$ cat src/rtl/core/dl_pkg.sv
// shared constants, types and the sigmoid table of the dense layer
package dl_pkg;

    localparam int MAX_INPUTS  = 64;
    localparam int MAX_OUTPUTS = 64;
    localparam int DATA_WIDTH  = 16;
    localparam int FRAC_BITS   = 12;

    localparam int IDX_W     = 6;
    localparam int X_AW      = (MAX_INPUTS > 1) ? $clog2(MAX_INPUTS) : 1;
    localparam int COL_AW    = (MAX_OUTPUTS > 1) ? $clog2(MAX_OUTPUTS) : 1;
    localparam int W_DEPTH   = MAX_INPUTS * MAX_OUTPUTS;
    localparam int W_AW      = $clog2(W_DEPTH);
    localparam int CNT_IN_W  = $clog2(MAX_INPUTS + 1);
    localparam int CNT_OUT_W = $clog2(MAX_OUTPUTS + 1);
    localparam int ACC_W     = 2 * DATA_WIDTH + X_AW;
    localparam int MODE_W    = 2;
    localparam int CFG_W     = 7;
    localparam int CFG_IDX_W = 2;
    localparam int TAB_W     = 12;
    localparam int SEG_W     = 5;
    localparam int SEG_F_W   = 11;
    localparam int MAG_W     = SEG_W + SEG_F_W;

    localparam int S_TDATA_W = ((2 * IDX_W + DATA_WIDTH + 7) / 8) * 8;
    localparam int M_TDATA_W = ((IDX_W + DATA_WIDTH + 7) / 8) * 8;

    localparam logic [MODE_W-1:0] ACT_LINEAR  = 2'd0;
    localparam logic [MODE_W-1:0] ACT_SIGMOID = 2'd1;
    localparam logic [MODE_W-1:0] ACT_TANH    = 2'd2;

    localparam logic [CFG_IDX_W-1:0] REG_ACT_MODE       = 2'd0;
    localparam logic [CFG_IDX_W-1:0] REG_ACTIVE_INPUTS  = 2'd1;
    localparam logic [CFG_IDX_W-1:0] REG_ACTIVE_OUTPUTS = 2'd2;

    localparam logic KIND_WEIGHT  = 1'b0;
    localparam logic KIND_FEATURE = 1'b1;

    localparam logic signed [DATA_WIDTH-1:0] ONE_Q = DATA_WIDTH'(1 << FRAC_BITS);

    typedef struct packed {
        logic valid;
        logic first;
        logic last;
    } mac_op_t;

    typedef enum logic [1:0] {
        ST_IDLE,
        ST_RUN,
        ST_WAIT,
        ST_PUSH
    } seq_state_t;

    // logistic function at k/2 in q.12
    function automatic logic [TAB_W-1:0] sig_tab(input logic [SEG_W-1:0] k);
        logic [TAB_W-1:0] t;
        case (k)
            5'd0:    t = 12'd2048;
            5'd1:    t = 12'd2550;
            5'd2:    t = 12'd2994;
            5'd3:    t = 12'd3349;
            5'd4:    t = 12'd3608;
            5'd5:    t = 12'd3785;
            5'd6:    t = 12'd3902;
            5'd7:    t = 12'd3976;
            5'd8:    t = 12'd4022;
            5'd9:    t = 12'd4051;
            5'd10:   t = 12'd4069;
            5'd11:   t = 12'd4079;
            5'd12:   t = 12'd4086;
            5'd13:   t = 12'd4090;
            5'd14:   t = 12'd4092;
            5'd15:   t = 12'd4094;
            default: t = 12'd4095;
        endcase
        return t;
    endfunction

endpackage

$ cat src/rtl/core/dl_act.sv
// rounding, saturation and table sigmoid / tanh in three stages
module dl_act
    import dl_pkg::*;
(
    input  logic                         clk,
    input  logic                         rst_n,
    input  logic                         start,
    input  logic signed [ACC_W-1:0]      acc,
    input  logic [MODE_W-1:0]            mode,
    output logic                         res_valid,
    output logic signed [DATA_WIDTH-1:0] res
);

    localparam logic signed [ACC_W-1:0] HALF_LIN  = ACC_W'(1) <<< (FRAC_BITS - 1);
    localparam logic signed [ACC_W-1:0] HALF_TANH = ACC_W'(1) <<< (FRAC_BITS - 2);
    localparam logic signed [ACC_W-1:0] SAT_HI    = ACC_W'((1 << (DATA_WIDTH - 1)) - 1);
    localparam logic signed [ACC_W-1:0] SAT_LO    = -SAT_HI - ACC_W'(1);
    localparam logic signed [ACC_W-1:0] MAG_CAP   = ACC_W'(1 << (MAG_W - 1));

    logic signed [ACC_W-1:0]      x_lin;
    logic signed [ACC_W-1:0]      x_tanh;
    logic signed [ACC_W-1:0]      x;
    logic signed [ACC_W-1:0]      x_abs;
    logic [MAG_W-1:0]             mag;
    logic signed [DATA_WIDTH-1:0] lin;

    logic                         v1_reg;
    logic                         v2_reg;
    logic                         v3_reg;
    logic                         neg1_reg;
    logic                         neg2_reg;
    logic [SEG_W-1:0]             seg1_reg;
    logic [SEG_F_W-1:0]           f1_reg;
    logic signed [DATA_WIDTH-1:0] lin1_reg;
    logic signed [DATA_WIDTH-1:0] lin2_reg;
    logic [MODE_W-1:0]            mode1_reg;
    logic [MODE_W-1:0]            mode2_reg;
    logic [TAB_W-1:0]             y2_reg;
    logic signed [DATA_WIDTH-1:0] res_reg;

    logic [TAB_W-1:0]             t0;
    logic [TAB_W-1:0]             t1;
    logic [TAB_W+SEG_F_W-1:0]     lerp;
    logic [TAB_W-1:0]             y;
    logic [TAB_W:0]               s;
    logic signed [DATA_WIDTH-1:0] s_ext;
    logic signed [DATA_WIDTH-1:0] res_next;

    // stage 1: round to q4.12 (or 2x for tanh), clamp and split magnitude
    always_comb
    begin
        x_lin  = (acc + HALF_LIN) >>> FRAC_BITS;
        x_tanh = (acc + HALF_TANH) >>> (FRAC_BITS - 1);
        x      = (mode == ACT_TANH) ? x_tanh : x_lin;
        if (x_lin > SAT_HI)
        begin
            lin = SAT_HI[DATA_WIDTH-1:0];
        end
        else if (x_lin < SAT_LO)
        begin
            lin = SAT_LO[DATA_WIDTH-1:0];
        end
        else
        begin
            lin = x_lin[DATA_WIDTH-1:0];
        end
        x_abs = x[ACC_W-1] ? -x : x;
        mag   = (x_abs > MAG_CAP) ? MAG_CAP[MAG_W-1:0] : x_abs[MAG_W-1:0];
    end

    // stage 2: linear interpolation between table points
    always_comb
    begin
        t0   = sig_tab(seg1_reg);
        t1   = sig_tab(seg1_reg + SEG_W'(1));
        lerp = (TAB_W+SEG_F_W)'(t1 - t0) * (TAB_W+SEG_F_W)'(f1_reg)
               + (TAB_W+SEG_F_W)'(1 << (SEG_F_W - 1));
        if (seg1_reg >= SEG_W'(16))
        begin
            y = sig_tab(SEG_W'(16));
        end
        else
        begin
            y = t0 + TAB_W'(lerp >> SEG_F_W);
        end
    end

    // stage 3: mirror for negative inputs and pick the output form
    always_comb
    begin
        s     = neg2_reg ? ((TAB_W+1)'(1 << FRAC_BITS) - (TAB_W+1)'(y2_reg))
                         : (TAB_W+1)'(y2_reg);
        s_ext = DATA_WIDTH'(s);
        case (mode2_reg)
            ACT_LINEAR: res_next = lin2_reg;
            ACT_TANH:   res_next = (s_ext <<< 1) - ONE_Q;
            default:    res_next = s_ext;
        endcase
    end

    always_ff @(posedge clk or negedge rst_n)
    begin
        if (!rst_n)
        begin
            v1_reg <= 1'b0;
            v2_reg <= 1'b0;
            v3_reg <= 1'b0;
        end
        else
        begin
            v1_reg <= start;
            v2_reg <= v1_reg;
            v3_reg <= v2_reg;
        end
    end

    always_ff @(posedge clk)
    begin
        if (start)
        begin
            neg1_reg  <= x[ACC_W-1];
            seg1_reg  <= mag[MAG_W-1:SEG_F_W];
            f1_reg    <= mag[SEG_F_W-1:0];
            lin1_reg  <= lin;
            mode1_reg <= mode;
        end
        if (v1_reg)
        begin
            neg2_reg  <= neg1_reg;
            y2_reg    <= y;
            lin2_reg  <= lin1_reg;
            mode2_reg <= mode1_reg;
        end
        if (v2_reg)
        begin
            res_reg <= res_next;
        end
    end

    assign res_valid = v3_reg;
    assign res       = res_reg;

endmodule

$ cat config.mk
export PLATFORM = sky130hd
export DESIGN_NAME = dl_act
export DESIGN_NICKNAME = d
export VERILOG_FILES = /design/src/rtl/core/dl_pkg.sv /design/src/rtl/core/dl_act.sv
export SDC_FILE = /design/constraint.sdc
export NUM_CORES = 1
export LEC_CHECK = 0
export BUFFER_PORTS_ARGS = -buffer_cell sky130_fd_sc_hd__buf_2
export CORE_AREA = 2 2 167 152
export DETAILED_ROUTE_END_ITERATION = 16
export DIE_AREA = 0 0 169 154
export GPL_TIMING_DRIVEN = 0
export HOLD_SLACK_MARGIN = 0.06
export PLACE_DENSITY = 0.72
export SETUP_SLACK_MARGIN = 0.4
export SLEW_MARGIN = 5
export SYNTH_ARGS = -nofsm -noshare
export SYNTH_HDL_FRONTEND = slang
export SYNTH_SLANG_ARGS = --single-unit
$ cat constraint.sdc
create_clock -name clk -period 28.7 [get_ports clk]
set_input_delay 4.305 -clock clk [delete_from_list [all_inputs] [get_ports clk]]
set_output_delay 4.305 -clock clk [all_outputs]
set_load 0.02 [all_outputs]
==> metrics.csv <==
stage,metric,value,unit
drt,Iter 0 DRT Violations,907,
hold_path,WHS Endpoint,lin2_reg[6],
sta,Final min period,11.84,ns
clocking,"CTS clk-pin slew, worst paths",0.07,ns
synth,Syn Std Cell Area,13200,um2
sta,Worst slew margin,0.213,%
drt,DR DRC count,0,
sta,"Slew Viols, Final",0,
drt,vias post-DR,10600,
synth,"area leader, netlist",fa_1,
final_layout,Final Instance Count excl. Fillers,1863,
synth,Synth Warn #,0,
drt,TritonRoute pass-1 iters,5,
global_route,first-pass GRT wire length,52.5,mm
worst_setup_path,CP Class,reg -> reg,
floorplanning,Top-Level Pins,60,
final_layout,"most common cell after layout, fill and taps aside",inv_1,
global_route,Total Routing Usage GR,25.2,%
synth,post-synthesis sequential area ratio,20.9,%
final_layout,Filler Cells Inserted,2213,
sta,Setup TNS Final,0,ns
job,max_cap viols,1,
synth,cells after synthesis,1496,
clocking,CTS tree,built,
clocking,CTS H-Tree Depth,3,
hold_path,Worst Hold Class,reg -> reg,
synth,"Async S/R FF share, synth",3.13,%
worst_setup_path,Crit-path slowest cell,a2111oi_0,
clocking,post-CTS setup buffer count,0,
worst_setup_path,Reg2Reg Depth,43,
place,IO buf count,42,
floorplanning,Starting Density,54.5,%
floorplanning,Die Ht,154,um
floorplanning,chip width,169,um
final_layout,area of the multi-input gates,9200,um2
worst_setup_path,Critical Path RT,28.76,ns
final_layout,Area Growth Syn to Fin,6.83,%
status,failing checks,capacitance limit,
global_route,total congestion overflow,0,
sta,Final WS setup,16.86,ns
clocking,CTS root buffer,clkbuf_16,
drt,Final ANT Viol Nets,0,
final_layout,most frequent cells in the layout,"inv_1 (219), nand2_1 (156), fa_1 (127)",
place,DP HPWL,26.1,mm
drt,Via density,5.69,
clocking,CTS Sinks,96,
worst_setup_path,Critical Path Source Type,flop,
worst_setup_path,WP buf/inv,8,
synth,share of the synthesized area in the top cell type,19.3,%
clocking,Clock Path Buffers,2,
floorplanning,die area,26000,um2
synth,Post-synth EDFFs,82,
sta,worst-margin pin slew,1.48,ns
synth,Most used DFF post-synth,edfxtp_1,
floorplanning,Rows,54,
worst_setup_path,RR Endpoint,y2_reg[11],
clocking,Skew-Pair Late Insertion Delay,0.34,ns
drt,WL final,31.6,mm
worst_setup_path,Worst R2R Setup Slack,16.86,ns
hold_path,startpoint of the worst hold path,lin1_reg[6],
synth,count of state elements after synthesis,96,
sta,Peak Freq,84.4,MHz
place,RePlAce Congestion,0.956,
sta,Final Skew,0.00458,ns
global_route,vias in the first global route,10400,
final_layout,final net count,1817,
synth,Syn Nets,1764,
worst_setup_path,CP top delay family,adder cells,
place,Placed Instances,1846,
worst_setup_path,worst r2r src,seg1_reg[1],
worst_setup_path,CP max stage delay,0.70,ns
drt,Routed wire per std cell,17.0,um
clocking,CTS buffer count,9,
worst_setup_path,critical path capture point type,flop,
worst_setup_path,Worst Path Max Fanout,10,
global_route,initial antenna violation count,1,
hold_path,hold depth,0,
final_layout,storage element area,2760,um2
status,status,"finished, violations left",
final_layout,share of post-route cells with drive strength above 1,9.20,%
place,Place WS,17.02,ns
clocking,post-CTS resize count,0,
synth,Synth cell types,95,
worst_setup_path,WP data arrival,11.91,ns
sta,RSZ-0062 raised after global routing,no,
clocking,hold buffer count at CTS,0,
synth,"top cells by area, synth","fa_1 (19%), edfxtp_1 (19%), ha_1 (9.3%)",
floorplanning,core area,24200,um2
sta,Final Setup Violations,0,
sta,Final Hold Viols,0,
sta,Final period util,41.3,%
synth,synthesized area per cell,8.81,um2
global_route,pin count of the biggest net entering global routing,44,
## final cells by class
type,count,share of cell area [%]
inverters,221,5.89
clock inverters,6,0.444
well taps,308,2.74
plain buffers,78,2.82
flip-flops and latches,96,19.6
multi-input cells,1101,65.3
diodes,1,0.0178
clock buffers,10,1.70
repair buffers,42,1.49
## how the worst max path moves through the flow
stage	endpoint	from	cells past startpoint	slack, ns
after floorplan	y2_reg[11]	seg1_reg[1]	43	18.88
after global placement	y2_reg[11]	seg1_reg[1]	43	17.33
after detailed placement	y2_reg[11]	seg1_reg[1]	43	17.02
after CTS	y2_reg[11]	seg1_reg[1]	43	16.94
after global routing	y2_reg[11]	seg1_reg[0]	43	15.86
final	y2_reg[11]	seg1_reg[1]	43	16.86
## Yosys cell counts, types with 12 or more instances
master,count
fa_1,127
nand2b_1,22
edfxtp_1,82
xnor2_1,54
xor2_1,39
a21oi_1,59
nand4_1,18
or2_2,13
ha_1,98
a31oi_1,12
or3_1,17
nor2_1,76
and2_1,71
and3_1,12
buf_2,17
nand3_1,34
a21o_1,12
nor2b_1,17
o21ai_0,73
nor3_1,25
inv_1,219
clkbuf_1,43
nand2_1,156
## per-stage QoR
step                utilization [%]  cell area [um2]  hold slack (ns)
finish                         58.2            14100            0.418
detailed placement             56.9            13800            0.405
floorplan                         -            13200            0.400
global route                   58.2            14100            0.435
global placement               56.9            13800            0.405
CTS                            58.2            14100            0.421
## metal layers
layer | vias to the layer above | part of all wire [%] | track usage, %
li1 | 5102 | - | -
met1 | 5142 | 46 | 36.3
met2 | 316 | 45 | 39.9
met3 | 48 | 7.1 | 4.53
met4 | 0 | 1.8 | 5.33
met5 | - | 0 | 0
## logic make-up after synthesis
group	count (synthesis)	share of synthesized area [%]
buffers and inverters	299	9.30
and+or+nand+nor	519	21.5
adders and majority gates	225	28.6
AOI/OAI and AO/OA	249	12.3
muxes	14	1.11
xor gates and xnor gates	94	6.30
DFF	96	20.9
Power is not shown: default switching activity piles up to over one toggle a cycle in this logic, so the estimate is an artifact.
