$ cat src/rtl/core/dl_pkg.sv
// shared constants, types and the sigmoid table of the dense layer
package dl_pkg;

    localparam int MAX_INPUTS  = 64;
    localparam int MAX_OUTPUTS = 64;
    localparam int DATA_WIDTH  = 16;
    localparam int FRAC_BITS   = 12;

    localparam int IDX_W     = 6;
    localparam int X_AW      = (MAX_INPUTS > 1) ? $clog2(MAX_INPUTS) : 1;
    localparam int COL_AW    = (MAX_OUTPUTS > 1) ? $clog2(MAX_OUTPUTS) : 1;
    localparam int W_DEPTH   = MAX_INPUTS * MAX_OUTPUTS;
    localparam int W_AW      = $clog2(W_DEPTH);
    localparam int CNT_IN_W  = $clog2(MAX_INPUTS + 1);
    localparam int CNT_OUT_W = $clog2(MAX_OUTPUTS + 1);
    localparam int ACC_W     = 2 * DATA_WIDTH + X_AW;
    localparam int MODE_W    = 2;
    localparam int CFG_W     = 7;
    localparam int CFG_IDX_W = 2;
    localparam int TAB_W     = 12;
    localparam int SEG_W     = 5;
    localparam int SEG_F_W   = 11;
    localparam int MAG_W     = SEG_W + SEG_F_W;

    localparam int S_TDATA_W = ((2 * IDX_W + DATA_WIDTH + 7) / 8) * 8;
    localparam int M_TDATA_W = ((IDX_W + DATA_WIDTH + 7) / 8) * 8;

    localparam logic [MODE_W-1:0] ACT_LINEAR  = 2'd0;
    localparam logic [MODE_W-1:0] ACT_SIGMOID = 2'd1;
    localparam logic [MODE_W-1:0] ACT_TANH    = 2'd2;

    localparam logic [CFG_IDX_W-1:0] REG_ACT_MODE       = 2'd0;
    localparam logic [CFG_IDX_W-1:0] REG_ACTIVE_INPUTS  = 2'd1;
    localparam logic [CFG_IDX_W-1:0] REG_ACTIVE_OUTPUTS = 2'd2;

    localparam logic KIND_WEIGHT  = 1'b0;
    localparam logic KIND_FEATURE = 1'b1;

    localparam logic signed [DATA_WIDTH-1:0] ONE_Q = DATA_WIDTH'(1 << FRAC_BITS);

    typedef struct packed {
        logic valid;
        logic first;
        logic last;
    } mac_op_t;

    typedef enum logic [1:0] {
        ST_IDLE,
        ST_RUN,
        ST_WAIT,
        ST_PUSH
    } seq_state_t;

    // logistic function at k/2 in q.12
    function automatic logic [TAB_W-1:0] sig_tab(input logic [SEG_W-1:0] k);
        logic [TAB_W-1:0] t;
        case (k)
            5'd0:    t = 12'd2048;
            5'd1:    t = 12'd2550;
            5'd2:    t = 12'd2994;
            5'd3:    t = 12'd3349;
            5'd4:    t = 12'd3608;
            5'd5:    t = 12'd3785;
            5'd6:    t = 12'd3902;
            5'd7:    t = 12'd3976;
            5'd8:    t = 12'd4022;
            5'd9:    t = 12'd4051;
            5'd10:   t = 12'd4069;
            5'd11:   t = 12'd4079;
            5'd12:   t = 12'd4086;
            5'd13:   t = 12'd4090;
            5'd14:   t = 12'd4092;
            5'd15:   t = 12'd4094;
            default: t = 12'd4095;
        endcase
        return t;
    endfunction

endpackage

$ cat src/rtl/core/dl_mac.sv
// shared multiply-accumulate unit
module dl_mac
    import dl_pkg::*;
(
    input  logic                         clk,
    input  logic                         rst_n,
    input  mac_op_t                      op,
    input  logic signed [DATA_WIDTH-1:0] a,
    input  logic signed [DATA_WIDTH-1:0] b,
    output logic                         acc_valid,
    output logic signed [ACC_W-1:0]      acc
);

    mac_op_t                        op1_reg;
    logic signed [2*DATA_WIDTH-1:0] prod_reg;
    logic signed [ACC_W-1:0]        acc_reg;
    logic                           done_reg;

    always_ff @(posedge clk or negedge rst_n)
    begin
        if (!rst_n)
        begin
            op1_reg  <= '0;
            done_reg <= 1'b0;
        end
        else
        begin
            op1_reg  <= op;
            done_reg <= op1_reg.valid & op1_reg.last;
        end
    end

    always_ff @(posedge clk)
    begin
        prod_reg <= a * b;
        if (op1_reg.valid)
        begin
            if (op1_reg.first)
            begin
                acc_reg <= ACC_W'(prod_reg);
            end
            else
            begin
                acc_reg <= acc_reg + ACC_W'(prod_reg);
            end
        end
    end

    assign acc_valid = done_reg;
    assign acc       = acc_reg;

endmodule

$ cat config.mk
export PLATFORM = sky130hd
export DESIGN_NAME = dl_mac
export DESIGN_NICKNAME = d
export VERILOG_FILES = /design/src/rtl/core/dl_pkg.sv /design/src/rtl/core/dl_mac.sv
export SDC_FILE = /design/constraint.sdc
export NUM_CORES = 1
export LEC_CHECK = 0
export ABC_CLOCK_PERIOD_IN_PS = 2290
export BUFFER_PORTS_ARGS = -buffer_cell sky130_fd_sc_hd__buf_4
export CORE_MARGIN = 5
export CORE_UTILIZATION = 58
export CTS_CLUSTER_DIAMETER = 150
export DETAILED_ROUTE_END_ITERATION = 8
export GPL_TIMING_DRIVEN = 0
export HOLD_SLACK_MARGIN = 0.05
export MAX_ROUTING_LAYER = met4
export PLACE_DENSITY = 0.81
export SLEW_MARGIN = 15
export SYNTH_ARGS = -nofsm -noshare
export SYNTH_HDL_FRONTEND = slang
export SYNTH_SLANG_ARGS = --single-unit
$ cat constraint.sdc
create_clock -name clk -period 2.29 [get_ports clk]
set_input_delay 0.1145 -clock clk [delete_from_list [all_inputs] [get_ports clk]]
set_output_delay 0.1145 -clock clk [all_outputs]
set_load 0.1 [all_outputs]
==> results of run 1 <==
[worst reg2reg max path: cells and delay by family (launching register included)]
kind / cells / cell delay [ps]
AOI/OAI and AO/OA: 5 / 870
adders and majority gates: 1 / 350
buffers and inverters: 1 / 220
DFF: 1 / 470
and+or+nand+nor: 3 / 590
[layer usage]
layer	vias to the layer above	wire, µm
met1	5935	16000
li1	5212	-
met5	-	0
met2	762	21300
met4	0	2900
met3	261	3720
[cell type report]
cell class | count | area (µm²)
sequential | 74 | 1880
inverter | 299 | 1120
tap | 324 | 405
clock buffer | 10 | 250
fill | 1400 | 5490
clock inverter | 6 | 62.6
buffer | 47 | 663
timing repair buffer | 193 | 1810
multi-input combinational | 1096 | 12500
[cell usage in the layout, fill, tap and decap left out, types with 27 or more instances in the layout]
cell / synthesis / routed
and2_1: 129 / 108
buf_4: 0 / 136
buf_6: 0 / 38
clkbuf_16: 0 / 27
dfxtp_1: 32 / 31
edfxtp_1: 38 / 38
fa_1: 263 / 237
ha_1: 119 / 64
ha_4: 0 / 46
inv_1: 298 / 256
inv_2: 0 / 41
nand2_1: 172 / 154
nor2_1: 44 / 38
xnor2_1: 35 / 27
[logic make-up (layout without fill, tap and decap cells)]
family / count (synthesis) / after routing / share of synthesized area
muxes: 3 / 3 / 0.00229
xor gates and xnor gates: 57 / 57 / 0.0352
buffers and inverters: 348 / 555 / 0.0922
AOI/OAI and AO/OA: 232 / 232 / 0.112
DFF: 74 / 74 / 0.133
adders and majority gates: 382 / 382 / 0.476
and+or+nand+nor: 422 / 422 / 0.149
[metrics by stage]
stage / area [µm²] / instances / hold slack, ps / setup slack [ps]
2_1_floorplan: 15100 / 1518 / -181 / -3000
3_3_place_gp: 16000 / 1917 / -89.4 / -3750
3_5_place_dp: 16100 / 1918 / -85.5 / -3800
4_1_cts: 17900 / 2011 / 61.6 / -3090
5_1_grt: 18700 / 2049 / 98.8 / -3320
6_report: 18700 / 2049 / 87.3 / -3240
[repair_timing]
| action | 4_1_cts | 5_1_grt |
|---|---|---|
| endpoints found under the setup margin | 52 | 56 |
| buffers inserted | 72 | 43 |
| pin swaps | 124 | 105 |
| cloned | 3 | 1 |
| hold buffers | 4 | 0 |
| endpoints found under the hold margin | 7 | 0 |
| gates resized for setup | 201 | 128 |
[worst paths after layout]
kind	end	slack [ps]
worst max-delay path	prod_reg[19]	-3240
min in group clk	prod_reg[0]	90
max in group asynchronous	op1_reg[2]	2080
worst min-delay path	op1_reg[1]	90
worst min register to register	acc_valid	470
worst max register to register	acc[33]	-450
==> results.json, run 1 <==
{
  "outcome": "finished with violations",
  "failed_checks": "setup timing",
  "area_growth_pct": 31.8,
  "final_util": 0.773,
  "routabilityCongestion": 0.997,
  "grt_pass1_vias": 12800,
  "pin_count": 76,
  "die_width_um": 166,
  "largest_reg_flops": 38,
  "cp-start-kind": "input port",
  "vias": 12200,
  "critPathCaptureType": "flop",
  "drc": 0,
  "htree_levels": 3,
  "antenna_cells": 0,
  "grt_usage": 0.296,
  "critPathMaxFanout": 7,
  "fmax_ghz": 0.181,
  "arrival_ps": 5810,
  "drtAntennaViolNets": 0,
  "maxSlewHeadroom": 0.490,
  "slowest_stage": "fa_2",
  "cts_tree": "built",
  "use_met1": 0.357,
  "fin_setup_tns_ps": -76290,
  "ys_ff_latch": 74,
  "clkTransAtPathRegs_ps": 60,
  "initial_core_util": 0.586,
  "yosysWarnings": 0,
  "grt_remaining_overflow": 0,
  "grt.busiest_layer": "met2",
  "post-route-period-util": 2.41,
  "worst-path-stages": 26,
  "core_um2": 24200,
  "cp_top_family": "adder cells",
  "yosysMostFrequentCell": "inv_1",
  "detailed_place_hpwl_um": 28700,
  "drt_iter0_drc": 1301,
  "worst-setup-path-type": "in -> reg",
  "finClkSkew_ps": 10.1,
  "antenna_found_initial": 0,
  "drive_gt1_frac": 0.304,
  "fin_ws_ps": -3240,
  "cts_root_buffer": "clkbuf_16",
  "synthTopCellsByCount": "inv_1 (298), fa_1 (263), nand2_1 (172)",
  "firstDrtPassIters": 6,
  "finalSetupViolCount": 55,
  "global_route.usage.met2": 0.498,
  "syn_area_per_cell_um2": 9.34,
  "nets": 2139,
  "clkSinkCount": 74,
  "die_h_um": 166,
  "netlist_area_um2": 14200,
  "synth_top_area_share": 0.371,
  "cap_violations": 0,
  "use_met3": 0.0455,
  "rsz0062_at_grt": "true",
  "cp_common_cell": "buf_6",
  "rr_worst_depth": 10,
  "grt_pass1_wl_um": 64600,
  "cp-startpoint": "a[8]",
  "wire_per_inst_um": 21.5,
  "async_flop_share": 0.0541,
  "vias_per_cell": 5.94,
  "synthTopCellsByArea": "fa_1 (37%), ha_1 (11%), edfxtp_1 (8.0%)",
  "synth_cell_types": 73,
  "wl_um": 44000,
  "grt_max_degree": 23,
  "rows": 57,
  "synthFlopType": "edfxtp_1",
  "clkLatencyLatePin_ps": 350,
  "cts_buffers": 9,
  "clockBufferDepth": 2,
  "crit_required_ps": 2570,
  "hp-class": "in -> async",
  "syn-num-nets": 1937,
  "finalCriticalPeriod_ps": 5530,
  "io_buffers": 75,
  "hold_viol_final": 0,
  "worst_pin_slew_ps": 764,
  "crit_buf_inv": 10,
  "synth_seq_area_share": 0.133,
  "dieArea_um2": 27700,
  "synth_edf_count": 38,
  "drv_slew": 0,
  "critical_path.max_stage_delay_ps": 610,
  "syn-instance-count": 1518,
  "synth_top_area_cell": "fa_1",
  "rr_startpoint": "acc[11]"
}
Power of run 1 is left out: the tool's default activity adds up to more than one toggle a clock period on the data nets, which glitch-free logic cannot reach.
==> run 2: changes to the inputs <==
ABC_AREA = 1   (was unset)
CORE_UTILIZATION = 59   (was 58)
CTS_CLUSTER_SIZE = 16   (was unset)
PLACE_DENSITY = 0.82   (was 0.81)
==> run 2 against run 1 <==
The run still ends with setup timing left. Register-to-register slack gained 420 ps. Global-route usage grew 4.8 points. Fmax grew 9.3%. Worst hold slack gained 25 ps. Synthesized cell count grew 41%. Routed wire length grew 22%. Clock-buffer cell count shrank 1.
==> results.json, run 2 <==
{
  "finalCriticalPeriod_ps": 5060,
  "yosysWarnings": 0,
  "nets": 2720,
  "wl_um": 53700,
  "finClkSkew_ps": 18.2,
  "timing.rr.end": "acc[32]",
  "fin_ws_ps": -2770,
  "finalSetupViolCount": 28,
  "area_growth_pct": 32.0,
  "clkTransAtPathRegs_ps": 70,
  "io_buffers": 48,
  "cp_common_cell": "fa_1",
  "synth_top_area_cell": "fa_1",
  "routabilityCongestion": 0.991,
  "grt_remaining_overflow": 0,
  "syn-instance-count": 2140,
  "async_flop_share": 0.0541,
  "rr_startpoint": "prod_reg[31]",
  "hp-class": "in -> async",
  "clkLatencyLatePin_ps": 360,
  "synth_top_area_share": 0.335,
  "maxSlewHeadroom": 0.424,
  "grt_usage": 0.344,
  "fillCellCount": 1718,
  "initial_core_util": 0.602,
  "clockBufferDepth": 2,
  "syn-num-nets": 2559,
  "cap_violations": 0,
  "synth_cell_types": 40,
  "crit_required_ps": 2540,
  "final_common_cell": "nand2_1",
  "grt_max_degree": 21,
  "cts_tree": "built",
  "slowest_stage": "fa_1",
  "vias_per_cell": 5.60,
  "netlist_area_um2": 15700,
  "drtAntennaViolNets": 0,
  "htree_levels": 3,
  "rows": 59,
  "firstDrtPassIters": 6,
  "dieArea_um2": 30000,
  "place_ws_ps": -3490,
  "outcome": "finished with violations",
  "layout_common_cells": "nand2_1 (566), inv_1 (502), fa_1 (240), buf_4 (114), nor2_1 (73)",
  "failed_checks": "setup timing",
  "rr_worst_depth": 8,
  "yosysMostFrequentCell": "nand2_1",
  "post-route-period-util": 2.21,
  "synth_seq_area_share": 0.120,
  "synthFlopType": "edfxtp_1",
  "synthTopCellsByCount": "nand2_1 (645), inv_1 (556), fa_1 (263)",
  "critPathMaxFanout": 7,
  "detailed_place_hpwl_um": 40600,
  "cts_root_buffer": "clkbuf_16",
  "die_h_um": 173,
  "critPathCaptureType": "flop",
  "wire_per_inst_um": 20.3,
  "drv_slew": 0,
  "grt_pass1_vias": 15000,
  "cp-start-kind": "input port",
  "die_width_um": 173,
  "worst_pin_slew_ps": 864,
  "drive_gt1_frac": 0.268,
  "clkSinkCount": 74,
  "crit_chain": "buf_6 -> clkinvlp_4 -> buf_12 -> buf_8 -> buf_12 -> nor2_1 -> fa_1 -> fa_1 -> fa_1 -> fa_1 -> fa_1 -> inv_1 -> fa_1 -> inv_2 -> ha_4 -> nand2_4 -> nor2_4 -> inv_2 -> nor3_4 -> nand3_1 -> o211ai_1 -> xor2_1",
  "syn_area_per_cell_um2": 7.35,
  "arrival_ps": 5310,
  "ys_ff_latch": 74,
  "pin_count": 76,
  "drc": 0,
  "fmax_ghz": 0.198,
  "grt_pass1_wl_um": 79400,
  "vias": 14800,
  "largest_reg_flops": 38,
  "hold_viol_final": 0,
  "rsz0062_at_grt": "true",
  "synth_edf_count": 38,
  "core_um2": 26100,
  "critical_path.max_stage_delay_ps": 560,
  "worst-setup-path-type": "in -> reg",
  "reg2reg_slack_ps": -30,
  "antenna_found_initial": 1,
  "synthTopCellsByArea": "fa_1 (33%), nand2_1 (15%), inv_1 (13%)",
  "drt_iter0_drc": 1121,
  "cts_buffers": 9
}
run 2: changes by cell type in the layout (fill, tap and decap cells not counted), sizes merged, moves of 32 or more:
cell / previous run / this run
nand2: 172 / 654
and2: 129 / 0
buf: 196 / 164
nor2: 44 / 114
inv: 299 / 565
nand3: 16 / 80
o21ai: 64 / 29
run 2: per-layer routing:
metal  global-route usage  routed length, µm  up-vias
met5                    -                  0        -
met4                0.117               3010        0
met3               0.0532               4420      229
met2                0.563              25500      771
met1                0.441              20800     7199
li1                     -                  -     6596
run 2: worst max-delay path by stage:
stage	from	end	slack, ps	cells past startpoint
after global routing	b[15]	prod_reg[25]	-2890	22
after CTS	b[3]	prod_reg[25]	-2620	21
after detailed placement	b[15]	prod_reg[29]	-3490	20
after global placement	b[15]	prod_reg[25]	-3380	18
final	b[15]	prod_reg[25]	-2770	22
after floorplan	b[9]	prod_reg[31]	-2570	24
run 2: through the flow:
| stage | TNS (ps) | hold WS [ps] | std cells | cell area, µm² | util |
|---|---|---|---|---|---|
| 3_5_place_dp | -76140 | -84.9 | 2524 | 18000 | 0.689 |
| 5_1_grt | -62860 | 108 | 2642 | 20800 | 0.794 |
| 3_3_place_gp | -74720 | -88.9 | 2523 | 18000 | 0.688 |
| 6_report | -59610 | 112 | 2642 | 20800 | 0.794 |
| 2_1_floorplan | -61630 | -181 | 2140 | 17200 | - |
| 4_1_cts | -57770 | 88.4 | 2584 | 19700 | 0.752 |
run 2: kinds of logic (layout without fill, tap and decap cells):
family / after synthesis / in the layout / share of synthesized area
flip-flops: 74 / 74 / 0.120
AND/OR/NAND/NOR: 896 / 896 / 0.234
buffers and inverters: 627 / 793 / 0.150
AO/OA/AOI/OAI: 123 / 123 / 0.0457
adder cells (fa/ha/maj): 382 / 382 / 0.429
other: 0 / 1 / 0
XOR/XNOR: 38 / 38 / 0.0212
run 2: area by class of cell:
class | count | area [µm²] | share of cell area
Buffer | 66 | 1130 | 0.0543
Tap cell | 335 | 419 | 0.0202
Antenna cell | 1 | 2.50 | 0.000121
Sequential cell | 74 | 1880 | 0.0908
Clock inverter | 7 | 56.3 | 0.00271
Clock buffer | 9 | 225 | 0.0108
Multi-Input combinational cell | 1439 | 13500 | 0.652
Inverter | 561 | 2120 | 0.102
Timing Repair Buffer | 150 | 1390 | 0.0667
run 2: critical path: cells and delay by family:
| family | cells | cell delay, ps |
|---|---|---|
| xor+xnor | 1 | 280 |
| fa+ha+maj | 7 | 3330 |
| simple gates | 5 | 530 |
| compound gates | 1 | 290 |
| buf+inv | 8 | 760 |
run 2: repair_timing:
action / CTS / global route
gates resized for setup: 200 / 178
hold buffers: 4 / 0
gates cloned: 3 / 4
buffers inserted: 37 / 53
pin swaps: 59 / 86
setup endpoints to repair: 32 / 39
hold endpoints to repair: 7 / 0
Power of run 2 is left out for the same reason.
