===== config.mk =====
export PLATFORM = sky130hd
export DESIGN_NAME = dl_seq
export DESIGN_NICKNAME = d
export VERILOG_FILES = /design/src/rtl/core/dl_pkg.sv /design/src/rtl/core/dl_seq.sv
export SDC_FILE = /design/constraint.sdc
export NUM_CORES = 1
export LEC_CHECK = 0
export ABC_AREA = 1
export BUFFER_PORTS_ARGS = -buffer_cell sky130_fd_sc_hd__buf_4
export CORE_ASPECT_RATIO = 2
export CORE_MARGIN = 2
export CORE_UTILIZATION = 52
export CTS_BUF_LIST = sky130_fd_sc_hd__clkbuf_2 sky130_fd_sc_hd__clkbuf_4 sky130_fd_sc_hd__clkbuf_8
export CTS_CLUSTER_DIAMETER = 80
export DETAILED_ROUTE_END_ITERATION = 10
export HOLD_SLACK_MARGIN = 0.05
export PLACE_DENSITY = 0.9
export RECOVER_POWER = 50
export SYNTH_ARGS = -nofsm -noshare
export SYNTH_HDL_FRONTEND = slang
export SYNTH_SLANG_ARGS = --single-unit
export TNS_END_PERCENT = 30

===== constraint.sdc =====
create_clock -name clk -period 3.6 [get_ports clk]
set_clock_uncertainty 0.05 [all_clocks]
set_input_delay 0.72 -clock clk [delete_from_list [all_inputs] [get_ports clk]]
set_output_delay 0.72 -clock clk [all_outputs]
set_load 0.02 [all_outputs]

===== src/rtl/core/dl_pkg.sv =====
// shared constants, types and the sigmoid table of the dense layer
package dl_pkg;

    localparam int MAX_INPUTS  = 64;
    localparam int MAX_OUTPUTS = 64;
    localparam int DATA_WIDTH  = 16;
    localparam int FRAC_BITS   = 12;

    localparam int IDX_W     = 6;
    localparam int X_AW      = (MAX_INPUTS > 1) ? $clog2(MAX_INPUTS) : 1;
    localparam int COL_AW    = (MAX_OUTPUTS > 1) ? $clog2(MAX_OUTPUTS) : 1;
    localparam int W_DEPTH   = MAX_INPUTS * MAX_OUTPUTS;
    localparam int W_AW      = $clog2(W_DEPTH);
    localparam int CNT_IN_W  = $clog2(MAX_INPUTS + 1);
    localparam int CNT_OUT_W = $clog2(MAX_OUTPUTS + 1);
    localparam int ACC_W     = 2 * DATA_WIDTH + X_AW;
    localparam int MODE_W    = 2;
    localparam int CFG_W     = 7;
    localparam int CFG_IDX_W = 2;
    localparam int TAB_W     = 12;
    localparam int SEG_W     = 5;
    localparam int SEG_F_W   = 11;
    localparam int MAG_W     = SEG_W + SEG_F_W;

    localparam int S_TDATA_W = ((2 * IDX_W + DATA_WIDTH + 7) / 8) * 8;
    localparam int M_TDATA_W = ((IDX_W + DATA_WIDTH + 7) / 8) * 8;

    localparam logic [MODE_W-1:0] ACT_LINEAR  = 2'd0;
    localparam logic [MODE_W-1:0] ACT_SIGMOID = 2'd1;
    localparam logic [MODE_W-1:0] ACT_TANH    = 2'd2;

    localparam logic [CFG_IDX_W-1:0] REG_ACT_MODE       = 2'd0;
    localparam logic [CFG_IDX_W-1:0] REG_ACTIVE_INPUTS  = 2'd1;
    localparam logic [CFG_IDX_W-1:0] REG_ACTIVE_OUTPUTS = 2'd2;

    localparam logic KIND_WEIGHT  = 1'b0;
    localparam logic KIND_FEATURE = 1'b1;

    localparam logic signed [DATA_WIDTH-1:0] ONE_Q = DATA_WIDTH'(1 << FRAC_BITS);

    typedef struct packed {
        logic valid;
        logic first;
        logic last;
    } mac_op_t;

    typedef enum logic [1:0] {
        ST_IDLE,
        ST_RUN,
        ST_WAIT,
        ST_PUSH
    } seq_state_t;

    // logistic function at k/2 in q.12
    function automatic logic [TAB_W-1:0] sig_tab(input logic [SEG_W-1:0] k);
        logic [TAB_W-1:0] t;
        case (k)
            5'd0:    t = 12'd2048;
            5'd1:    t = 12'd2550;
            5'd2:    t = 12'd2994;
            5'd3:    t = 12'd3349;
            5'd4:    t = 12'd3608;
            5'd5:    t = 12'd3785;
            5'd6:    t = 12'd3902;
            5'd7:    t = 12'd3976;
            5'd8:    t = 12'd4022;
            5'd9:    t = 12'd4051;
            5'd10:   t = 12'd4069;
            5'd11:   t = 12'd4079;
            5'd12:   t = 12'd4086;
            5'd13:   t = 12'd4090;
            5'd14:   t = 12'd4092;
            5'd15:   t = 12'd4094;
            default: t = 12'd4095;
        endcase
        return t;
    endfunction

endpackage


===== src/rtl/core/dl_seq.sv =====
// sequencer walking rows and columns through the shared mac
module dl_seq
    import dl_pkg::*;
(
    input  logic                 clk,
    input  logic                 rst_n,
    input  logic                 start,
    input  logic [CNT_IN_W-1:0]  n_in,
    input  logic [CNT_OUT_W-1:0] n_out,
    input  logic                 act_done,
    input  logic                 out_free,
    output logic                 idle,
    output logic                 rd_en,
    output logic [W_AW-1:0]      w_raddr,
    output logic [X_AW-1:0]      x_raddr,
    output mac_op_t              op,
    output logic                 push,
    output logic [COL_AW-1:0]    res_index,
    output logic                 res_last
);

    seq_state_t          state_reg;
    seq_state_t          state_next;
    logic [X_AW-1:0]     i_reg;
    logic [X_AW-1:0]     i_next;
    logic [COL_AW-1:0]   j_reg;
    logic [COL_AW-1:0]   j_next;
    mac_op_t             op_reg;
    mac_op_t             op_next;
    logic                row_last;
    logic                col_last;

    assign row_last = (CNT_IN_W'(i_reg) == n_in - CNT_IN_W'(1));
    assign col_last = (CNT_OUT_W'(j_reg) == n_out - CNT_OUT_W'(1));

    always_ff @(posedge clk or negedge rst_n)
    begin
        if (!rst_n)
        begin
            state_reg <= ST_IDLE;
            i_reg     <= '0;
            j_reg     <= '0;
            op_reg    <= '0;
        end
        else
        begin
            state_reg <= state_next;
            i_reg     <= i_next;
            j_reg     <= j_next;
            op_reg    <= op_next;
        end
    end

    always_comb
    begin
        state_next = state_reg;
        i_next     = i_reg;
        j_next     = j_reg;
        op_next    = '0;
        rd_en      = 1'b0;
        push       = 1'b0;
        case (state_reg)
            ST_IDLE:
            begin
                if (start)
                begin
                    i_next     = '0;
                    j_next     = '0;
                    state_next = ST_RUN;
                end
            end
            ST_RUN:
            begin
                rd_en         = 1'b1;
                op_next.valid = 1'b1;
                op_next.first = (i_reg == '0);
                op_next.last  = row_last;
                if (row_last)
                begin
                    i_next     = '0;
                    state_next = ST_WAIT;
                end
                else
                begin
                    i_next = i_reg + X_AW'(1);
                end
            end
            ST_WAIT:
            begin
                if (act_done)
                begin
                    state_next = ST_PUSH;
                end
            end
            ST_PUSH:
            begin
                if (out_free)
                begin
                    push = 1'b1;
                    if (col_last)
                    begin
                        state_next = ST_IDLE;
                    end
                    else
                    begin
                        j_next     = j_reg + COL_AW'(1);
                        state_next = ST_RUN;
                    end
                end
            end
            default:
            begin
                state_next = ST_IDLE;
            end
        endcase
    end

    assign idle      = (state_reg == ST_IDLE);
    assign w_raddr   = W_AW'(int'(i_reg) * MAX_OUTPUTS + int'(j_reg));
    assign x_raddr   = i_reg;
    assign op        = op_reg;
    assign res_index = j_reg;
    assign res_last  = col_last;

endmodule


==> results of run 1 <==
==> synth_stat cells, types with 3 or more instances <==
library cell and number:
sky130_fd_sc_hd__a21oi_1 5, sky130_fd_sc_hd__buf_4 12, sky130_fd_sc_hd__dfrtp_1 17, sky130_fd_sc_hd__ha_1 9
sky130_fd_sc_hd__inv_1 34, sky130_fd_sc_hd__inv_2 4, sky130_fd_sc_hd__nand2_1 64, sky130_fd_sc_hd__nand2_2 3
sky130_fd_sc_hd__nand3_1 26, sky130_fd_sc_hd__nand4_1 4, sky130_fd_sc_hd__nor2_1 15, sky130_fd_sc_hd__nor2_2 5
sky130_fd_sc_hd__o21ai_2 3, sky130_fd_sc_hd__xnor2_1 3, sky130_fd_sc_hd__xor2_1 8
==> final timing paths <==
| kind | from | end | slack, ns | depth (start not counted) |
|---|---|---|---|---|
| max reg2reg | state_reg[0] | x_raddr[4] | 1.47 | 11 |
| min in group asynchronous | rst_n | x_raddr[3] | 0.55 | 1 |
| min | state_reg[1] | state_reg[1] | 0.53 | 2 |
| max in group asynchronous | rst_n | state_reg[0] | 2.36 | 1 |
| min reg2reg | state_reg[1] | state_reg[1] | 0.53 | 2 |
| max | n_out[0] | res_last | 0.88 | 12 |
==> final cells by class <==
class	instances	area, sq um	area share (%)
multi-input cells	163	925.9	48.84
well taps	30	37.54	1.980
repair buffers	49	315.3	16.63
inverters	38	142.6	7.525
flip-flops and latches	17	425.4	22.44
clock buffers	4	48.80	2.574
==> metal layers <==
layer	part of all wire, %	global-route usage [%]
met2	58	48.66
met3	4.1	2.174
met1	34	22.07
met4	3.7	13.03
met5	0	0
==> worst max-delay path, stage by stage <==
cell and delay [ns]:
sky130_fd_sc_hd__buf_4 0.12, sky130_fd_sc_hd__inv_1 0.10, sky130_fd_sc_hd__ha_1 0.22, sky130_fd_sc_hd__nand2_2 0.09, sky130_fd_sc_hd__nor2_2 0.12, sky130_fd_sc_hd__nand2_1 0.06, sky130_fd_sc_hd__nand2_1 0.05, sky130_fd_sc_hd__nand2_1 0.04
sky130_fd_sc_hd__nor2_1 0.13, sky130_fd_sc_hd__nand2_2 0.10, sky130_fd_sc_hd__inv_1 0.06, sky130_fd_sc_hd__buf_4 0.13
==> where the power goes <==
group          leakage [nW]  switching, mW  internal, mW
Sequential            0.230         0.0564         0.232
Combinational         0.758          0.377         0.195
Clock                0.0262         0.0679        0.0863
Total                  1.01          0.501         0.514
==> per-stage QoR <==
step                      cell area [sq um]  setup WS [ns]  power, mW  hold slack [ns]
after floorplan                        1589          1.154     0.6984           0.3744
after global placement                 1899         0.9362     0.8591           0.4991
after detailed placement               1899         0.8970     0.8805           0.5183
after CTS                              1948         0.8953      1.034           0.2775
after global routing                   1896         0.7466      1.084           0.5487
final                                  1896         0.8803      1.015           0.5311
==> kinds of logic (layout without fill, tap and decap cells) <==
logic type	after synthesis	after routing	synth area share, %
flops	17	17	26.77
compound gates	13	13	5.118
xor+xnor	12	12	7.087
buf+inv	51	91	14.96
simple gates	129	129	38.97
fa+ha+maj	9	9	7.087
==> metrics.json, run 1 <==
{
  "clock_tree": {
    "cts_tree": "built",
    "tritoncts_num_sinks": 17,
    "cts.clk_slew.worst_paths_ns": 0.07,
    "cts_made_buffers": 3,
    "post_cts_sizing_count": 0,
    "root_buffer": "sky130_fd_sc_hd__clkbuf_8",
    "cts_hold_repair.buffers": 0,
    "cts.path.max_buffers": 2,
    "clock_tree.htree_level_count": 1,
    "clk_latency_ns": 0.26,
    "postCtsSetupBuffers": 0
  },
  "detailed_routing": {
    "drt_iter0_markers": 29,
    "detail_route.first_pass.iterations": 5,
    "routed-via-count": 1624,
    "drtAntennaViolNets": 0,
    "routed_wl_microns": 3952,
    "drc": 0,
    "route.detailed.wl_per_inst_microns": 13.13,
    "routed_via_density": 5.395
  },
  "grt": {
    "grt_max_degree": 18,
    "global_route.overflow_total": 0,
    "track_usage_pct": 24.01,
    "first_global_vias": 1548,
    "grt_pass1_wl_microns": 6472,
    "antenna_violations_before_repair": 0
  },
  "worst_setup_path": {
    "worstPathMaxFanout": 4,
    "timing.setup.critical_path_class": "input port to output pin",
    "timing.critical_path.to_type": "output pin",
    "start_kind": "input port",
    "cp.arrival_ns": 1.95,
    "worstPathRequired_ns": 2.83
  },
  "synthesis": {
    "synthCells": 231,
    "ys_seq_elements": 17,
    "synth_enable_flop_cells": 0,
    "netlist-cell-type-count": 29,
    "share_of_async_settable_or_async_resettable_flops_after_synthesis_pct": 100.0,
    "mappedNetlistArea_sq_um": 1589,
    "share_of_the_synthesized_area_in_the_top_cell_type_pct": 26.77,
    "synth_sequential_area_ratio_pct": 26.77,
    "syn-num-nets": 259,
    "synth_top_area_cell": "sky130_fd_sc_hd__dfrtp_1",
    "synthFlopType": "sky130_fd_sc_hd__dfrtp_1",
    "post_synth.cell_area_avg_sq_um": 6.879,
    "ys_top_cells_by_area": "sky130_fd_sc_hd__dfrtp_1 (27%), sky130_fd_sc_hd__nand2_1 (15%), sky130_fd_sc_hd__nand3_1 (8.2%), sky130_fd_sc_hd__inv_1 (8.0%), sky130_fd_sc_hd__ha_1 (7.1%)",
    "synth_warnings": 0
  },
  "finish": {
    "fillerInstances": 289,
    "num_antenna_cells": 0,
    "final_layout_size_suffix_gt1_share_pct": 22.88,
    "instances_no_fill": 301,
    "final_cell_mix": "sky130_fd_sc_hd__nand2_1 (64), sky130_fd_sc_hd__buf_4 (35), sky130_fd_sc_hd__inv_1 (34)",
    "final_common_cell": "sky130_fd_sc_hd__nand2_1",
    "area_growth_syn_to_layout_pct": 19.29,
    "fin_util_pct": 64.41,
    "final_net_count": 300
  },
  "pwr": {
    "power_per_cell_area_nw_per_um2": 535.5,
    "leakagePower_nw": 1.015,
    "max-vdd-ir-drop_v": 0.0004240
  },
  "floorplan": {
    "die_y_microns": 82.18,
    "dieWidth_microns": 43.09,
    "num_rows": 28,
    "start_util_pct": 54.00,
    "pin_count": 50,
    "design.die.area_sq_um": 3541,
    "coreArea_sq_um": 2943
  },
  "timing": {
    "clock.fmax_ghz": 0.3677,
    "setup_viol_count_final": 0,
    "slew_headroom_pct": 34.65,
    "final_period_utilization_pct": 75.55,
    "finalMaxSlewViolations": 0,
    "final-hold-violation-count": 0,
    "final_period_minus_worst_setup_slack_ns": 2.720,
    "rsz_0062_raised_after_global_routing": "no",
    "timing_worst_slew_pin_value_ns": 0.9802,
    "final.setup.tns_ns": 0
  },
  "placement": {
    "dp.cells": 297,
    "buffer_ports.inserted": 49,
    "place.detailed.hpwl_microns": 3241,
    "gp_congestion": 0.9321
  },
  "status": {
    "run_status": "finished clean"
  },
  "hold_path": {
    "holdCritPathClass": "register to register"
  },
  "flow_run": {
    "drv_cap": 0
  }
}
(Power assumes the default switching activity.)
==> run 2: changes to the inputs <==
clock period = 2.82 ns   (was 3.6 ns; I/O delays follow)
==> metrics.json, run 2 (same netlist as run 1, synthesis figures left out) <==
{
  "pwr": {
    "power_per_cell_area_nw_per_um2": 680.5,
    "max-vdd-ir-drop_v": 0.0005426,
    "clock_power_share_pct": 15.5,
    "leakagePower_nw": 1.010,
    "switching_power_uw": 633.1,
    "design_power_mw": 1.287,
    "intPower_uw": 654.3,
    "p_seq_share_pct": 28.7,
    "pwr-share-comb_pct": 55.9,
    "power.share.switching_pct": 49.18
  },
  "clock_tree": {
    "cts_tree": "built",
    "clock_tree.htree_level_count": 1,
    "cts.path.max_buffers": 2,
    "clk_latency_ns": 0.26,
    "postCtsSetupBuffers": 0,
    "cts_made_buffers": 3,
    "cts_hold_repair.buffers": 0,
    "post_cts_sizing_count": 0,
    "root_buffer": "sky130_fd_sc_hd__clkbuf_8",
    "cts.clk_slew.worst_paths_ns": 0.07,
    "tritoncts_num_sinks": 17
  },
  "detailed_routing": {
    "routed_wl_microns": 3819,
    "route.detailed.wl_per_inst_microns": 12.69,
    "routed-via-count": 1604,
    "routed_via_density": 5.329,
    "drtAntennaViolNets": 0,
    "detail_route.first_pass.iterations": 4,
    "drt_iter0_markers": 25,
    "drc": 0
  },
  "placement": {
    "place.detailed.hpwl_microns": 3138,
    "placement.setup.worst_slack_ns": 0.4184,
    "gp_congestion": 0.9318,
    "placedInstanceArea_sq_um": 1899,
    "buffer_ports.inserted": 49
  },
  "grt": {
    "track_usage_pct": 23.85,
    "grt_max_degree": 18,
    "first_global_vias": 1542,
    "antenna_violations_before_repair": 0,
    "global_route.overflow_total": 0,
    "grt_pass1_wl_microns": 6403
  },
  "timing": {
    "setup_viol_count_final": 0,
    "final_period_utilization_pct": 85.23,
    "final.setup.tns_ns": 0,
    "final_period_minus_worst_setup_slack_ns": 2.403,
    "finalWorstSetupSlack_ns": 0.4166,
    "timing_worst_slew_pin_value_ns": 0.9237,
    "rsz_0062_raised_after_global_routing": "no",
    "slew_headroom_pct": 38.42,
    "finalMaxSlewViolations": 0,
    "final-hold-violation-count": 0,
    "clock.fmax_ghz": 0.4161
  },
  "finish": {
    "postLayoutCellArea_sq_um": 1892,
    "final_net_count": 300,
    "area_growth_syn_to_layout_pct": 19.05,
    "final_layout_size_suffix_gt1_share_pct": 22.51,
    "num_antenna_cells": 0,
    "final_common_cell": "sky130_fd_sc_hd__nand2_1",
    "final_cell_mix": "sky130_fd_sc_hd__nand2_1 (64), sky130_fd_sc_hd__inv_1 (34), sky130_fd_sc_hd__buf_4 (34)"
  },
  "worst_setup_path": {
    "timing.critical_path.max_delay_family": "simple AND/OR/NAND/NOR gates",
    "rrSetupSlack_ns": 0.75,
    "start_kind": "input port",
    "critical_path.slowest_cell": "sky130_fd_sc_hd__ha_1",
    "critPathBufInv": 5,
    "crit_chain": "buf_4, inv_1, ha_1, inv_1, nand2_1, nand2_1, nor2_1, nand3_1, nor2_1, nand2_2, inv_1, buf_4",
    "cp.arrival_ns": 1.79,
    "crit-reg2reg-launch": "state_reg[0]",
    "timing.critical_path.to_type": "output pin",
    "worstPathMaxFanout": 4,
    "timing.setup.critical_path_class": "input port to output pin",
    "crit_path_start": "n_out[0]",
    "worst_path_largest_cell_delay_ns": 0.30,
    "crit_path_frequent_cell": "sky130_fd_sc_hd__inv_1",
    "worstPathRequired_ns": 2.21
  },
  "status": {
    "run_status": "finished clean"
  },
  "floorplan": {
    "start_util_pct": 54.00,
    "dieWidth_microns": 43.09,
    "coreArea_sq_um": 2943,
    "num_rows": 28,
    "pin_count": 50,
    "die_y_microns": 82.18,
    "design.die.area_sq_um": 3541
  },
  "flow_run": {
    "drv_cap": 0
  },
  "hold_path": {
    "holdCritPathClass": "input port to async pin"
  }
}
==> run 2: layer usage <==
layer  vias to the layer above  GRT usage [%]  share of wire, %
li1                        796              -                 -
met1                       733          21.85                34
met2                        57          46.42                57
met3                        18          2.826               4.2
met4                         0          16.06               4.6
met5                         -              0                 0
==> run 2: metrics by stage <==
stage | instances | util, % | hold slack (ns)
final | 301 | 64.29 | 0.3637
after global routing | 301 | 64.29 | 0.4698
after CTS | 301 | 66.20 | 0.1146
after detailed placement | 297 | 64.54 | 0.3915
after global placement | 297 | 64.54 | 0.3880
after floorplan | 231 | - | 0.2184
==> run 2: power by group through the flow <==
stage               logic [mW]  clock network [mW]  registers (mW)
floorplan                0.492                   0           0.400
global placement         0.724                   0           0.373
detailed placement       0.742                   0           0.374
CTS                      0.748               0.197           0.370
global route             0.794               0.208           0.380
finish                   0.719               0.199           0.369
==> run 2: path summary, 6_finish.rpt <==
| check | end | cells past startpoint |
|---|---|---|
| setup / recovery | res_last | 12 |
| hold / removal | x_raddr[2] | 1 |
| min in group clk | state_reg[1] | 2 |
| setup reg to reg | x_raddr[4] | 11 |
| hold reg to reg | state_reg[1] | 2 |
| max in group asynchronous | res_index[3] | 1 |
==> run 2: layout make-up <==
cell class,instances,area (sq um)
fill,276,1051
multi-input combinational,163,925.9
sequential,17,425.4
timing repair buffer,49,311.5
inverter,38,142.6
clock buffer,4,48.80
tap,30,37.54
==> run 2: worst reg2reg max path: stages (launching register included) <==
cell and delay (ns):
sky130_fd_sc_hd__dfrtp_1 0.44, sky130_fd_sc_hd__inv_1 0.11, sky130_fd_sc_hd__ha_1 0.26, sky130_fd_sc_hd__inv_1 0.08
sky130_fd_sc_hd__or2_0 0.14, sky130_fd_sc_hd__o21ai_0 0.09, sky130_fd_sc_hd__inv_1 0.25, sky130_fd_sc_hd__nand2_1 0.14
sky130_fd_sc_hd__nor2_1 0.11, sky130_fd_sc_hd__nand2_1 0.07, sky130_fd_sc_hd__xor2_1 0.14, sky130_fd_sc_hd__a21oi_1 0.12
